**config.mk**
```make
export PLATFORM = sky130hd
export DESIGN_NAME = pst_ram
export DESIGN_NICKNAME = d
export VERILOG_FILES = /design/src/design/pst_ram.sv
export SDC_FILE = /design/constraint.sdc
export NUM_CORES = 1
export LEC_CHECK = 0
export BUFFER_PORTS_ARGS = -buffer_cell sky130_fd_sc_hd__buf_2
export CORE_MARGIN = 8
export CORE_UTILIZATION = 30
export CTS_BUF_LIST = sky130_fd_sc_hd__clkbuf_2
export DETAILED_ROUTE_END_ITERATION = 12
export PLACE_DENSITY = 0.52
export SYNTH_ARGS = -nofsm -noshare
export SYNTH_HDL_FRONTEND = slang
export SYNTH_SLANG_ARGS = --single-unit
```
**constraint.sdc**
```tcl
create_clock -name clk -period 2.2 [get_ports clk]
set_clock_uncertainty 0.2 [all_clocks]
set_input_delay 0.33 -clock clk [delete_from_list [all_inputs] [get_ports clk]]
set_output_delay 0.33 -clock clk [all_outputs]
set_load 0.02 [all_outputs]
```
**src/design/pst_ram.sv**
```systemverilog
// generic single-port-write, single-port-read ram with registered read data
// no dependencies

module pst_ram #(
    parameter int WIDTH = 8,
    parameter int DEPTH = 16
) (
    input  logic                                    clk,
    input  logic                                    wr_en,
    input  logic [((DEPTH > 1) ? $clog2(DEPTH) : 1)-1:0] wr_addr,
    input  logic [WIDTH-1:0]                        wr_data,
    input  logic                                    rd_en,
    input  logic [((DEPTH > 1) ? $clog2(DEPTH) : 1)-1:0] rd_addr,
    output logic [WIDTH-1:0]                        rd_data
);

    logic [WIDTH-1:0] mem [DEPTH];

    always_ff @(posedge clk)
    begin
        if (wr_en)
        begin
            mem[wr_addr] <= wr_data;
        end
        if (rd_en)
        begin
            rd_data <= mem[rd_addr];
        end
    end

endmodule

```
# ---- After elaboration in Yosys (flattened, before gate mapping)
# Memories as Yosys holds them, arrays and structs flattened. A register that Yosys moved wholly into a read port is not among the register bits.
# Cells that the tools add are included.
dict set report totals {
  regBits 0
  latch_bits 0
  ramBits 128
  mem_bits_ro 0
  input_bits 19
  out_inout_bits 8
  elab_cells 3
  memories 1
}
dict set report classes {
  add_sub_neg 0
  n_mul 0
  div_mod_pow 0
  n_lt_le_gt_ge 0
  n_eq_ne 0
  shift 0
  n_mux 2
  bitwise_logic 0
  reduce_logical 0
}
# memory words width read_ports rd_clocked_by_memory_dff wr line
set memory_table {}
lappend memory_table {mem 16 8 1 1 1 17} ;# logic [WIDTH-1:0] mem [DEPTH];
# cell count
set ops {}
lappend ops {{1-bit two-way mux} 2}

# ---- Logic depth before layout (Yosys ltp)
dict set report depth {
  ltp_word 2
  ltp_mapped 5
  ltp_nobuf 3
}

# ---- Worst setup path after synthesis
# OpenSTA, ideal clock, no wires.
dict set report synth_path {
  kind {input -> register}
  from {in wr_addr[2] in the netlist's numbering}
  to {mem mem[0][0] (enable)}
  setup_ns 0.383
  t_arrival_ns 1.440
  t_required_ns 1.617
  setup_slack_ns 0.177
  stages 2
  path_buffers 0
  cell_sequence {or3b_2 nor3_1}
}
# element line
set synth_rtl {}
lappend synth_rtl {{start: declaration} 10} ;# input logic [((DEPTH > 1) ? $clog2(DEPTH) : 1)-1:0] wr_addr,
lappend synth_rtl {{end: declaration} 17}
# No word-level cell before the write port.

# ---- Final worst setup path
dict set report layout_path {
  from {reg rd_data[7], read port of mem}
  to {out rd_data[7]}
}
# element line
set layout_rtl {}
lappend layout_rtl {{start: declaration} 14} ;# output logic [WIDTH-1:0] rd_data
# No word-level cell between the ends.

==> impl_metrics.ini <==
[drt]
wl_met3_um = 660
ant_nets = 0
detail_route.vias_per_cell = 4.75
drc = 0
wire_per_inst_um = 20.9
wl_met1_mm = 5.45
drt_wl_total_mm = 11.2
dr_wl_met2_mm = 5.01
drtPass1Iterations = 7
initialDrtViolationCount = 243
vias = 2556
topRoutingLayerUsed = met4

[setup_path]
max_stage_delay_ps = 490
cpLargestDelayFamily = flip-flops
cp-startpoint = rd_data[7]
cp_slowest_cell = edfxtp_1
crit_path_end_kind = primary output
crit_required_ps = 1670
critPathMaxFanout = 1
r2r_start = mem[1][0]
path_class = reg -> out
path_buf_inv = 1
cp.arrival_ps = 1370
reg2reg_to = rd_data[0]
reg2regPathDepth = 3
cp-start-kind = flop
rrSetupSlack_ps = 440
crit_path_cell_trace = buf_2

[die]
die_x_um = 148
fp-row-count = 48
ioPinCount = 27
start_util_pct = 30.4
die_h_um = 148
core_area_mm2 = 0.0172
dieArea_mm2 = 0.0219

[sta]
setup-violations-final = 0
drv_slew = 0
slew_headroom_pct = 67.9
period_share_pct = 86.5
rsz0062_at_grt = false
fmax_mhz = 526
worst_pin_slew_ps = 481
layout_min_cycle_time_ps = 1900
hold_viol = 0

[cells_and_area]
final_common_cell = edfxtp_1
drive_above_1_share_pct = 31.0
diodes = 0
finalNonFillerCells = 538
final_cell_area_mm2 = 0.00612
fin_nets = 319
mostFrequentLayoutCells = 136 x edfxtp_1, 26 x buf_2, 21 x buf_4
fill_cells = 1648
synthToLayoutAreaGrowth_pct = 17.1

[outcome]
status = completed

[global_route]
grt_first_pass_wirelength_mm = 17.2
grt_pass1_vias = 2702
overflow = 0
grt_max_degree = 33
antenna_found_initial = 0
grtUsageTotal_pct = 11.1

[yosys]
synth-seq-cells = 136
synth_cells = 229
syn_nets = 248
yosysWarnings = 0
yosysSeqAreaShare_pct = 78.1
synth_cell_type_count = 18
synthesis.area_mm2 = 0.00523
avgSynthCellArea_um2 = 22.8

[clocking]
clock_path_buffers = 2
numCtsBuffers = 17
tritoncts = done
path_clk_slew_ps = 180
cts_resized = 0
clkLatencyLatePin_ps = 690
clock-sinks = 136
clock-root-buffer = clkbuf_2
htreeDepth = 4
postCtsSetupBuffers = 0

[place]
place_inst = 494
dp_hpwl_mm = 7.32
post_dp_cell_area_mm2 = 0.00577
gp_congestion = 0.665
portBuffers = 26

[flow_run]
maxCapViolCount = 0

[worst_hold_path]
min_from = wr_addr[2]
hold-path-endpoint = mem[1][4]
min_path_type = in -> reg
hold_depth = 4

[power]
ir_worst_vdd_mv = 0.450
pwr_density_cell_mw_per_mm2 = 770
leakagePower_uw = 0.00205
-- flip-flops by register name (all words and copies together) (netlist names) --
signal / flops
mem: 128
rd_data: 8
-- repair_timing --
| action | 4_1_cts | 5_1_grt |
|---|---|---|
| setup endpoints to repair | 0 | 0 |
| endpoints found under the hold margin | 168 | 0 |
| hold buffers | 12 | 0 |
-- how the worst max path moves through the flow --
stage          cells after the start  slack, ps    endpoint
6_report                           1        300  rd_data[7]
5_1_grt                            1        150  rd_data[7]
4_1_cts                            1        220  rd_data[6]
3_5_place_dp                       5        -40  rd_data[0]
3_3_place_gp                       5        -10  rd_data[0]
2_1_floorplan                      2        180   mem[0][0]
-- logic make-up after synthesis --
group / count (synthesis) / share of synthesized area [%]
flops: 136 / 78.1
simple gates: 35 / 3.14
mux: 32 / 14.8
compound gates: 16 / 2.30
buf+inv: 10 / 1.65
-- synthesized netlist by cell type --
cell             instances  area [µm²]
nand3_1                  1        5.00
buf_4                    1        7.51
nor2b_1                  1        6.26
nand2b_1                 2        12.5
buf_6                    3        33.8
edfxtp_1               136        4080
clkdlybuf4s25_2          3        30.0
mux4_1                  14         368
nand2_1                  9        33.8
nor2_1                  13        48.8
and2_1                   1        6.26
a22oi_1                 16         120
buf_2                    3        15.0
nand3b_1                 2        15.0
nor3_1                   4        20.0
mux4_2                  18         405
or3b_2                   1        8.76
and2b_1                  1        7.51
-- metal layers --
| layer | vias up | global-route usage [%] |
|---|---|---|
| li1 | 1121 | - |
| met1 | 1356 | 15.3 |
| met2 | 69 | 15.5 |
| met3 | 10 | 4.52 |
| met4 | 0 | 3.37 |
| met5 | - | 0 |
-- final cells by class --
class / count / area [µm²] / area share [%]
clock inverters: 12 / 133 / 2.17
well taps: 225 / 282 / 4.60
flip-flops and latches: 136 / 4080 / 66.7
multi-input cells: 83 / 1060 / 17.3
repair buffers: 62 / 468 / 7.64
clock buffers: 20 / 100 / 1.63
-- stage by stage --
stage	setup TNS (ps)	setup WS (ps)	total power, µW	hold slack (ps)	utilization [%]
floorplan	0	177	3150	229	-
global placement	-11.8	-11.8	3280	509	33.6
detailed placement	-41.1	-41.1	3290	524	33.6
CTS	0	217	4770	23.1	35.6
global route	0	154	4910	5.82	35.6
finish	0	298	4710	95.0	35.6
-- power breakdown --
group	total (µW)	switching [µW]	internal [µW]
logic	311	176	134
registers	2930	17.4	2920
clock network	1470	845	625
Power figures use the tool's default switching activity.
